<file path="config.mk">
export PLATFORM = sky130hd
export DESIGN_NAME = centered_moving_average_7_unit
export DESIGN_NICKNAME = d
export VERILOG_FILES = /design/src/rtl/cma_pkg.sv /design/src/rtl/cma_cell.sv /design/src/rtl/cma_front.sv /design/src/rtl/cma_div_cell.sv /design/src/rtl/centered_moving_average_7_unit.sv
export SDC_FILE = /design/constraint.sdc
export NUM_CORES = 2
export LEC_CHECK = 0
export BUFFER_PORTS_ARGS = -buffer_cell sky130_fd_sc_hd__buf_2
export CORE_MARGIN = 2
export CORE_UTILIZATION = 45
export DETAILED_ROUTE_END_ITERATION = 16
export SKIP_CTS_REPAIR_TIMING = 1
export SYNTH_ARGS = -nofsm -noshare
export SYNTH_HDL_FRONTEND = slang
export SYNTH_SLANG_ARGS = --single-unit
export TNS_END_PERCENT = 1
</file>
<file path="constraint.sdc">
create_clock -name clock -period 22.2 [get_ports clock]
set_input_delay 2.22 -clock clock [delete_from_list [all_inputs] [get_ports clock]]
set_output_delay 2.22 -clock clock [all_outputs]
set_load 0.05 [all_outputs]
</file>
<file path="src/rtl/cma_pkg.sv">
package cma_pkg;

   // window and number format
   localparam int HALF_WIDTH  = 3;
   localparam int SAMPLE_BITS = 32;
   localparam int FRAC_BITS   = 8;
   localparam int WIN_LEN     = 2 * HALF_WIDTH + 1;

   // port field widths
   localparam int IN_W  = 32;
   localparam int OUT_W = 40;

   // counters over the window
   localparam int CNT_W = $clog2(WIN_LEN + 1);
   localparam int TOP_W = $clog2(WIN_LEN);
   localparam int D_W   = $clog2(HALF_WIDTH + 1);

   // window sum and divider sizing
   localparam int SUM_W      = SAMPLE_BITS + $clog2(WIN_LEN);
   localparam int DIV_STEP   = 8;
   localparam int DIV_STAGES = (SUM_W + FRAC_BITS + DIV_STEP - 1) / DIV_STEP;
   localparam int DIV_LEN    = DIV_STAGES * DIV_STEP;
   localparam int Q_W        = (DIV_LEN + 1 > OUT_W + 1) ? DIV_LEN + 1 : OUT_W + 1;

   // saturation limits
   localparam logic [Q_W-1:0] Q_OUT_MAX = (Q_W'(1) << (OUT_W - 1)) - Q_W'(1);
   localparam logic signed [OUT_W-1:0] OUT_MAX = {1'b0, {(OUT_W - 1){1'b1}}};
   localparam logic signed [OUT_W-1:0] OUT_MIN = {1'b1, {(OUT_W - 1){1'b0}}};

   typedef logic signed [SAMPLE_BITS-1:0] sample_type;

   typedef enum logic {
      ST_STREAM,
      ST_FLUSH
   } front_state_type;

   // one averaging job: window sum and sample count
   typedef struct packed {
      logic                    valid;
      logic signed [SUM_W-1:0] sum;
      logic [CNT_W-1:0]        cnt;
      logic                    done;
   } job_type;

   // divider pipeline word: remainder and dividend/quotient shift register
   typedef struct packed {
      logic               valid;
      logic               neg;
      logic [CNT_W-1:0]   cnt;
      logic [CNT_W-1:0]   rem;
      logic [DIV_LEN-1:0] quo;
      logic               done;
   } div_type;

endpackage

</file>
<file path="src/rtl/cma_cell.sv">
module cma_cell (
   input  logic                clock,
   input  logic                reset,
   input  logic                shift,
   input  cma_pkg::sample_type feed,
   output cma_pkg::sample_type held
);
   import cma_pkg::*;

   sample_type value_ff;

   // one tap of the sample line, takes its neighbor's sample on shift
   always_ff @(posedge clock) begin
      if (reset) begin
         value_ff <= '0;
      end else if (shift) begin
         value_ff <= feed;
      end
   end

   assign held = value_ff;

endmodule

</file>
<file path="src/rtl/cma_front.sv">
module cma_front (
   input  logic                clock,
   input  logic                reset,
   input  logic                word_valid,
   output logic                word_ready,
   input  cma_pkg::sample_type word_sample,
   input  logic                word_last,
   input  logic                job_load,
   output cma_pkg::job_type    job
);
   import cma_pkg::*;

   sample_type              cell_q [WIN_LEN];
   front_state_type         state_ff, state_in;
   logic [CNT_W-1:0]        seen_ff, seen_in;
   logic signed [SUM_W-1:0] sum_ff, sum_in;
   logic [TOP_W-1:0]        top_ff, top_in;
   logic [D_W-1:0]          left_ff, left_in;
   job_type                 job_ff, job_in;

   logic                    take;
   logic [CNT_W-1:0]        fill;
   logic [CNT_W-1:0]        fill_m1;
   logic [CNT_W-1:0]        d_first;
   logic [CNT_W-1:0]        reach;
   logic signed [SUM_W-1:0] base;
   logic signed [SUM_W-1:0] drop;
   logic signed [SUM_W-1:0] win_sum;
   logic signed [SUM_W-1:0] trim;
   logic [TOP_W-1:0]        step_top;
   logic                    shrink;

   assign word_ready = job_load && (state_ff == ST_STREAM);
   assign take       = word_valid && word_ready;

   // sample line, newest in cell 0
   genvar g;
   generate
      for (g = 0; g < WIN_LEN; g++) begin : g_cell
         if (g == 0) begin : g_head
            cma_cell u_cell (
               .clock (clock),
               .reset (reset),
               .shift (take),
               .feed  (word_sample),
               .held  (cell_q[g])
            );
         end else begin : g_body
            cma_cell u_cell (
               .clock (clock),
               .reset (reset),
               .shift (take),
               .feed  (cell_q[g-1]),
               .held  (cell_q[g])
            );
         end
      end
   endgenerate

   // running sum of the frame's samples in the line
   assign fill    = (seen_ff == CNT_W'(WIN_LEN)) ? CNT_W'(WIN_LEN) : seen_ff + CNT_W'(1);
   assign fill_m1 = fill - CNT_W'(1);
   assign d_first = (fill_m1 < CNT_W'(HALF_WIDTH)) ? fill_m1 : CNT_W'(HALF_WIDTH);
   assign base    = (seen_ff == '0) ? '0 : sum_ff;
   assign drop    = (seen_ff == CNT_W'(WIN_LEN)) ? SUM_W'(cell_q[WIN_LEN-1]) : '0;
   assign win_sum = base + SUM_W'(word_sample) - drop;

   // flush: window end pulls in by one once it passes the center plus half width
   assign reach    = CNT_W'(left_ff) + CNT_W'(HALF_WIDTH);
   assign shrink   = reach < CNT_W'(top_ff);
   assign step_top = shrink ? TOP_W'(reach) : top_ff;
   assign trim     = shrink ? SUM_W'(cell_q[top_ff]) : '0;

   // next state and job
   always_comb begin
      state_in = state_ff;
      seen_in  = seen_ff;
      sum_in   = sum_ff;
      top_in   = top_ff;
      left_in  = left_ff;
      job_in   = '0;
      case (state_ff)
         ST_STREAM: begin
            if (take) begin
               sum_in      = win_sum;
               job_in.sum  = win_sum;
               job_in.cnt  = fill;
               if (!word_last) begin
                  seen_in      = fill;
                  job_in.valid = (seen_ff >= CNT_W'(HALF_WIDTH));
               end else begin
                  seen_in      = '0;
                  top_in       = TOP_W'(fill_m1);
                  left_in      = D_W'(d_first - CNT_W'(1));
                  job_in.valid = 1'b1;
                  job_in.done  = (d_first == '0);
                  if (d_first != '0) begin
                     state_in = ST_FLUSH;
                  end
               end
            end
         end
         ST_FLUSH: begin
            if (job_load) begin
               sum_in       = sum_ff - trim;
               top_in       = step_top;
               job_in.valid = 1'b1;
               job_in.sum   = sum_ff - trim;
               job_in.cnt   = CNT_W'(step_top) + CNT_W'(1);
               job_in.done  = (left_ff == '0);
               if (left_ff == '0) begin
                  state_in = ST_STREAM;
               end else begin
                  left_in = left_ff - D_W'(1);
               end
            end
         end
         default: begin
            state_in = ST_STREAM;
         end
      endcase
   end

   // state registers
   always_ff @(posedge clock) begin
      if (reset) begin
         state_ff <= ST_STREAM;
         seen_ff  <= '0;
      end else begin
         state_ff <= state_in;
         seen_ff  <= seen_in;
      end
      sum_ff  <= sum_in;
      top_ff  <= top_in;
      left_ff <= left_in;
   end

   // job register toward the divider
   always_ff @(posedge clock) begin
      if (reset) begin
         job_ff.valid <= 1'b0;
      end else if (job_load) begin
         job_ff <= job_in;
      end
   end

   assign job = job_ff;

endmodule

</file>
<file path="src/rtl/cma_div_cell.sv">
module cma_div_cell (
   input  logic             clock,
   input  logic             reset,
   input  logic             load,
   input  cma_pkg::div_type up,
   output cma_pkg::div_type down
);
   import cma_pkg::*;

   logic             valid_ff;
   div_type          data_ff, data_in;
   logic [CNT_W-1:0] rem;
   logic [DIV_LEN-1:0] quo;
   logic [CNT_W:0]   trial;

   // restoring division by the small count, DIV_STEP quotient bits per cell
   always_comb begin
      rem = up.rem;
      quo = up.quo;
      for (int j = 0; j < DIV_STEP; j++) begin
         trial = {rem, quo[DIV_LEN-1]};
         quo   = {quo[DIV_LEN-2:0], 1'b0};
         if (trial >= {1'b0, up.cnt}) begin
            rem    = CNT_W'(trial - {1'b0, up.cnt});
            quo[0] = 1'b1;
         end else begin
            rem = trial[CNT_W-1:0];
         end
      end
      data_in     = up;
      data_in.rem = rem;
      data_in.quo = quo;
   end

   always_ff @(posedge clock) begin
      if (reset) begin
         valid_ff <= 1'b0;
      end else if (load) begin
         valid_ff <= up.valid;
      end
      if (load) begin
         data_ff <= data_in;
      end
   end

   always_comb begin
      down       = data_ff;
      down.valid = valid_ff;
   end

endmodule

</file>
<file path="src/rtl/centered_moving_average_7_unit.sv">
// A result word passes the job register, the divider cells and the output register.
// Throughput: one sample word per cycle unless back-pressure stalls the divider; a frame's
//   last word blocks req_tready while the remaining flush averages enter the divider.
// The divider is a chain of 6 cells, each making 8 quotient bits per cycle unless stalled.
// Reset: synchronous, active high; clears all valid flags, the frame count and the line.
module centered_moving_average_7_unit (
   input  logic                      clock,
   input  logic                      reset,
   input  logic                      req_tvalid,
   output logic                      req_tready,
   input  logic [cma_pkg::IN_W-1:0]  req_tdata,   // [31:0] sample
   input  logic                      req_tlast,   // frame_end
   output logic                      rsp_tvalid,
   input  logic                      rsp_tready,
   output logic [cma_pkg::OUT_W-1:0] rsp_tdata,   // [39:0] average
   output logic                      rsp_tlast    // frame_done
);
   import cma_pkg::*;

   job_type                 job;
   div_type                 div_head;
   div_type                 div_q [DIV_STAGES];
   div_type                 tail;
   logic [SUM_W-1:0]        mag;
   logic [DIV_STAGES-1:0]   en_div;
   logic                    en_job;
   logic                    en_out;
   logic                    round_up;
   logic [Q_W-1:0]          q_mag;
   logic signed [OUT_W-1:0] avg_in;
   logic                    rsp_valid_ff;
   logic signed [OUT_W-1:0] avg_ff;
   logic                    last_ff;

   // load enables, from the output register back to the job register
   assign en_out = !rsp_valid_ff || rsp_tready;
   always_comb begin
      en_div[DIV_STAGES-1] = !div_q[DIV_STAGES-1].valid || en_out;
      for (int k = DIV_STAGES - 2; k >= 0; k--) begin
         en_div[k] = !div_q[k].valid || en_div[k+1];
      end
   end
   assign en_job = !job.valid || en_div[0];

   cma_front u_front (
      .clock       (clock),
      .reset       (reset),
      .word_valid  (req_tvalid),
      .word_ready  (req_tready),
      .word_sample (sample_type'(req_tdata[SAMPLE_BITS-1:0])),
      .word_last   (req_tlast),
      .job_load    (en_job),
      .job         (job)
   );

   // sign and magnitude, scaled by the fraction bits
   assign mag = job.sum[SUM_W-1] ? -job.sum : job.sum;
   always_comb begin
      div_head.valid = job.valid;
      div_head.neg   = job.sum[SUM_W-1];
      div_head.cnt   = job.cnt;
      div_head.rem   = '0;
      div_head.quo   = DIV_LEN'(mag) << FRAC_BITS;
      div_head.done  = job.done;
   end

   // divider chain
   genvar g;
   generate
      for (g = 0; g < DIV_STAGES; g++) begin : g_div
         if (g == 0) begin : g_head
            cma_div_cell u_div (
               .clock (clock),
               .reset (reset),
               .load  (en_div[g]),
               .up    (div_head),
               .down  (div_q[g])
            );
         end else begin : g_body
            cma_div_cell u_div (
               .clock (clock),
               .reset (reset),
               .load  (en_div[g]),
               .up    (div_q[g-1]),
               .down  (div_q[g])
            );
         end
      end
   endgenerate

   // round half away from zero, restore sign, saturate
   assign tail     = div_q[DIV_STAGES-1];
   assign round_up = ({tail.rem, 1'b0} >= {1'b0, tail.cnt});
   assign q_mag    = Q_W'(tail.quo) + Q_W'(round_up);
   always_comb begin
      if (tail.neg) begin
         avg_in = (q_mag > Q_OUT_MAX + Q_W'(1)) ? OUT_MIN : OUT_W'(Q_W'(0) - q_mag);
      end else begin
         avg_in = (q_mag > Q_OUT_MAX) ? OUT_MAX : OUT_W'(q_mag);
      end
   end

   // output register
   always_ff @(posedge clock) begin
      if (reset) begin
         rsp_valid_ff <= 1'b0;
      end else if (en_out) begin
         rsp_valid_ff <= tail.valid;
      end
      if (en_out) begin
         avg_ff  <= avg_in;
         last_ff <= tail.done;
      end
   end

   assign rsp_tvalid = rsp_valid_ff;
   assign rsp_tdata  = avg_ff;
   assign rsp_tlast  = last_ff;

endmodule

</file>
---- Word level (Yosys, flattened, before mapping) ----
Index checks and enable logic that the tools add are counted.
word-level totals
  bits in registers ....................... 652
  bits in latches ......................... 0
  bits in writable memories ............... 0
  memory bits (read-only) ................. 0
  output and inout port bits .............. 43
  memories ................................ 0
operators by class
  $add $sub $neg .......................... 60
  multipliers ............................. 0
  divide/modulo/power cells ............... 0
  magnitude comparators ................... 55
  equality and inequality tests ........... 5
  shift operators ......................... 0
  muxes and demuxes ....................... 132
  bitwise logic cells ..................... 3
  reductions and logical operators ........ 27
operators with widths
  operator               count
  $mux 35                6
  $ge 4x3->1             48
  $mux 3                 55
  $mux 40                4
  $sub 3x3->3            47
  $bmux 32 s3            1
  $pmux 40 s2            1
  $pmux 35 s2            1
  $sub 35x35->35         2
  $mux 32                2
  $mux 1                 55
  $add 48x1->49          1
  $gt 49x39->1 const B   1
  $gt 49x40->1 const B   1
  $sub 1x40->40 const A  1
  $add 35x32->35         1
  $neg 35->35            1
  $logic_not 1->1        8
  $logic_or 1x1->1       8
  $mux 2                 4
  $add 3x1->3 const B    2
  $logic_not 3->1        2
  $ne 2x2->1 const B     3
  $pmux 3 s2             1
  21 further kinds       26

---- Logic depth before layout (Yosys ltp) ----
  depth after elaboration ................. 16
  gate-level depth with buffers ........... 63
  mapped depth without buffers ............ 63

---- By module ----
Synthesis repeated with hierarchy kept, for this count alone.
unflattened totals
  cell total of the unflattened synthesis .. 3,981
  area total of the unflattened synthesis .. 42,478.2 µm²
modules (own cells, without submodules)
  module                          times used  cells an instance  area each (µm²)
  cma_div_cell                    6           227                3,071.7
  cma_front                       1           1,197              10,518.8
  cma_cell                        7           103                1,163.6
  centered_moving_average_7_unit  1           701                5,383.9

---- Worst setup path after synthesis ----
OpenSTA, ideal clock, no wires.
  kind .................................... flip-flop to flip-flop
  from .................................... register g_div[3].g_body.u_div.data_ff (netlist bit g_div[3].g_body.u_div.down[53])
  to ...................................... register g_div[4].g_body.u_div.data_ff (netlist bit g_div[4].g_body.u_div.down[50]) (data pin)
  data arrival time ....................... 10.770 ns
  required time ........................... 21.940 ns
  setup slack ............................. 11.171 ns
  stages on the path, launching flop included .. 54
  buffers on the path ..................... 0
  clock period less this slack ............ 11.029 ns
  path through ............................ edfxtp_1 inv_1 fa_1 and2_1 o21ba_2 a21oi_1 inv_1 ha_1 a21bo_2 a21oi_1 o21ai_1 o21ai_0 inv_1 ha_1 a21bo_2 a21oi_1 o221ai_1 a21oi_1 [... 18 more ...] fa_1 nand2_1 a21oi_1 nand2_1 mux2_2 inv_1 ha_1 nand2_1 nand2_1 a21o_1 a211oi_4 mux2i_1 ha_1 a21o_1 a21oi_1 o21ai_0 mux2i_1 mux2_2
RTL lines
  element                 RTL line            RTL
  from (decl)             cma_div_cell.sv:11  div_type data_ff, data_in;
  from (signal assigned)  cma_div_cell.sv:42  data_ff <= data_in;
  to (signal assigned)    cma_div_cell.sv:42
  to (decl)               cma_div_cell.sv:11

==> reports/metrics.csv <==
stage,metric,value,unit
run_status,outcome,"complete, no violations",
logic_synthesis,synth_fp_nets,4283,
logic_synthesis,syn_inst,3959,
timing,finalSetupTns,0,ns
placed_design,dpl_worst_slack,9.601,ns
global_routing,grt_max_degree,93,
global_routing,grt_pass1_vias,26366,
critical_path,cp-start-kind,flip-flop,
logic_synthesis,async_flop_share,0,%
pwr,p_sw,0.003002,W
routing,drt-wirelength-per-cell,16.05,µm
timing,rsz0062_at_grt,no,
global_routing,overflow,0,
global_routing,grtUsageTotal,19.06,%
clocking,cts_inserted_buffers,74,
logic_synthesis,yosys_register_bits,652,
floorplan,die_w,296.5,µm
timing,hold_viol_final,0,
critical_path,critPathMaxStageDelay,0.70,ns
logic_synthesis,synth_most_common_cell,nand2_1,
global_routing,antenna_found_initial,1,
logic_synthesis,yosysUniqueCellTypes,104,
logic_synthesis,yosys-top-cells-area,"edfxtp_1, dfxtp_1, nand2_1",
placed_design,numPortBuffers,79,
pwr,p_seq_share,26.1,%
hold_path,hp-class,flip-flop to flip-flop,
timing,finalSetupViolCount,0,
run,cap_violations,0,
critical_path,cp_data_arrival_time,13.10,ns
logic_synthesis,synth-seq-area-share,44.72,%
routing,route.detailed.drc,0,
critical_path,path_delay_family,compound AO/OA/AOI/OAI gates,
routing,dr_total_vias,27641,
routing,totalWireLength,83.03,mm
logic_synthesis,synth-edff-count,416,
floorplan,core,85010,µm²
timing,final.period_utilization,57.11,%
clocking,cts-htree-levels,3,
floorplan,die_h,296.5,µm
logic_synthesis,synth_ff_type,edfxtp_1,
global_routing,grt_pass1_wl,136.9,mm
critical_path,path_common_cell,nand2_1,
routing,detail-route-antenna-nets,0,
timing,fin_ws,9.522,ns
critical_path,r2r_setup_slack,9.52,ns
floorplan,ioPinCount,80,
layout,diodes,0,
pwr,p_leak,16.17,nW
timing,drv_slew,0,
critical_path,required,22.63,ns
floorplan,dieArea,87900,µm²
critical_path,slowest_stage,edfxtp_1,
critical_path,timing.rr.start,g_div[2].g_body.u_div.down[53]$_DFFE_PP_,
critical_path,critical_path.max_fanout,10,
routing,drt_iter0_markers,1591,
timing,slew_headroom,23.77,%
timing,max_freq,0.07888,GHz
routing,viasPerCell,5.342,
floorplan,initial_core_util,45.28,%
routing,firstDrtPassIters,6,
pwr,p_int,0.004278,W
clocking,path_clk_slew,0.06,ns
logic_synthesis,synth.largest_area_cell,edfxtp_1,
layout,drive_above_1_share,9.256,%
clocking,cts_tree,done,
placed_design,place.gp.congestion,0.8726,
logic_synthesis,synth_common_cells,"nand2_1, edfxtp_1, a21oi_1, inv_1, dfxtp_1",
floorplan,fp-row-count,107,
timing,period_minus_slack,12.68,ns
pwr,p_comb_share,56.9,%
placed_design,dpl.hpwl,57.55,mm
clocking,cts_sinks,652,
logic_synthesis,synth_top_area_share,32.45,%
critical_path,worst-path-buf-inv,6,
pwr,power_frac_clock,17.0,%
critical_path,worst-setup-path-type,flip-flop to flip-flop,
critical_path,cp-end-kind,flip-flop,
pwr,ir_drop,0.2002,mV
logic_synthesis,ys_warn_count,0,
timing,finalClockSkew,0.02549,ns
pwr,sw_frac_of_total,41.24,%
timing,worst_pin_slew,1.139,ns
logic_synthesis,synthesis.area,38500,µm²
critical_path,cp-startpoint,g_div[2].g_body.u_div.down[53]$_DFFE_PP_,
logic_synthesis,postSynthAreaPerCell,9.724,µm²
hold_path,holdCritStartpoint,g_div[4].g_body.u_div.down[19]$_DFFE_PP_,
layout,syn_to_final_growth,10.06,%
layout,nNetsFinal,4294,
clocking,cts_buffer_depth,3,
pwr,power_density,171.8,nW/µm²
clocking,clk_latency,0.64,ns
clocking,cts-root-buf,clkbuf_16,
## placed cells by master (no fill, tap or decap), drive strengths merged, types with 23 or more instances in the layout
cell,instances
o31ai,25
clkbuf,101
mux2,33
nand3,74
mux4,32
edfxtp,416
nor2,169
a21oi,384
o21a,25
mux2i,79
xor2,75
nand2,749
and3,71
nand2b,33
and2,24
ha,216
dfxtp,236
o21ai,181
a21o,79
nor3,59
buf,107
xnor2,111
a211oi,44
inv,274
or2,23
fa,71
nand4,28
## area by class of cell
class,count,area [µm²]
fillers,7872,42640
multi-input cells,2864,19620
flip-flops and latches,652,17220
clock buffers,101,2043
well taps,1144,1431
inverters,271,1017
repair buffers,107,611.8
clock inverters,35,432.9
## flip-flops by register name, indices dropped and copies added, names as in the netlist
register                           count
rsp_tdata                             40
rsp_tvalid                             1
u_front.state_ff                       1
u_front.seen_ff                        3
u_front.g_cell.g_head.u_cell.held     32
u_front.top_ff                         3
g_div.g_body.u_div.valid_ff            5
rsp_tlast                              1
u_front.left_ff                        2
u_front.sum_ff                        35
u_front.job                           40
u_front.g_cell.g_body.u_cell.held    192
g_div.g_head.u_div.valid_ff            1
g_div.g_body.u_div.down              248
g_div.g_head.u_div.down               48
## stage by stage
step | hold slack, ns | utilization (%) | cells | instance area (µm²) | power (W)
after floorplan | 0.4003 | - | 3959 | 38500 | 0.005287
after global placement | 0.4001 | 46.93 | 5038 | 39890 | 0.005979
after detailed placement | 0.4045 | 46.93 | 5038 | 39890 | 0.006048
after CTS | 0.4048 | 49.84 | 5174 | 42370 | 0.007327
after global routing | 0.4167 | 49.84 | 5174 | 42370 | 0.007907
final | 0.4074 | 49.84 | 5174 | 42370 | 0.007280
## metal layers
layer / vias up / global-route usage (%) / wire, µm
li1: 14024 / - / -
met1: 12961 / 26.27 / 38920
met2: 522 / 31.28 / 38630
met3: 132 / 2.383 / 3134
met4: 2 / 6.048 / 2337
met5: - / 0 / 8
## worst paths after layout
check,to,depth (start not counted)
max reg2reg,g_div[3].g_body.u_div.down[50]$_DFFE_PP_,57
min reg2reg,g_div[5].g_body.u_div.down[27]$_DFFE_PP_,0
max,g_div[3].g_body.u_div.down[50]$_DFFE_PP_,57
min,g_div[5].g_body.u_div.down[27]$_DFFE_PP_,0
## kinds of logic (layout without fill, tap and decap cells)
family | after synthesis | count (layout) | share of synthesized area, %
XOR/XNOR | 186 | 186 | 4.232
adder cells (fa/ha/maj) | 287 | 287 | 10.71
multiplexers | 144 | 144 | 4.966
AND/OR/NAND/NOR | 1341 | 1341 | 15.88
AO/OA/AOI/OAI | 906 | 906 | 15.04
buffers and inverters | 443 | 514 | 4.449
flip-flops | 652 | 652 | 44.72
## power groups by stage
stage	combinational [W]	clock (W)	sequential, W
2_1_floorplan	0.00334	0	0.00195
3_3_place_gp	0.00406	0	0.00192
3_5_place_dp	0.00412	0	0.00193
4_1_cts	0.00415	0.00128	0.00190
5_1_grt	0.00465	0.00132	0.00193
6_report	0.00414	0.00124	0.00190
Note: power is estimated with default switching activity, not from simulation.
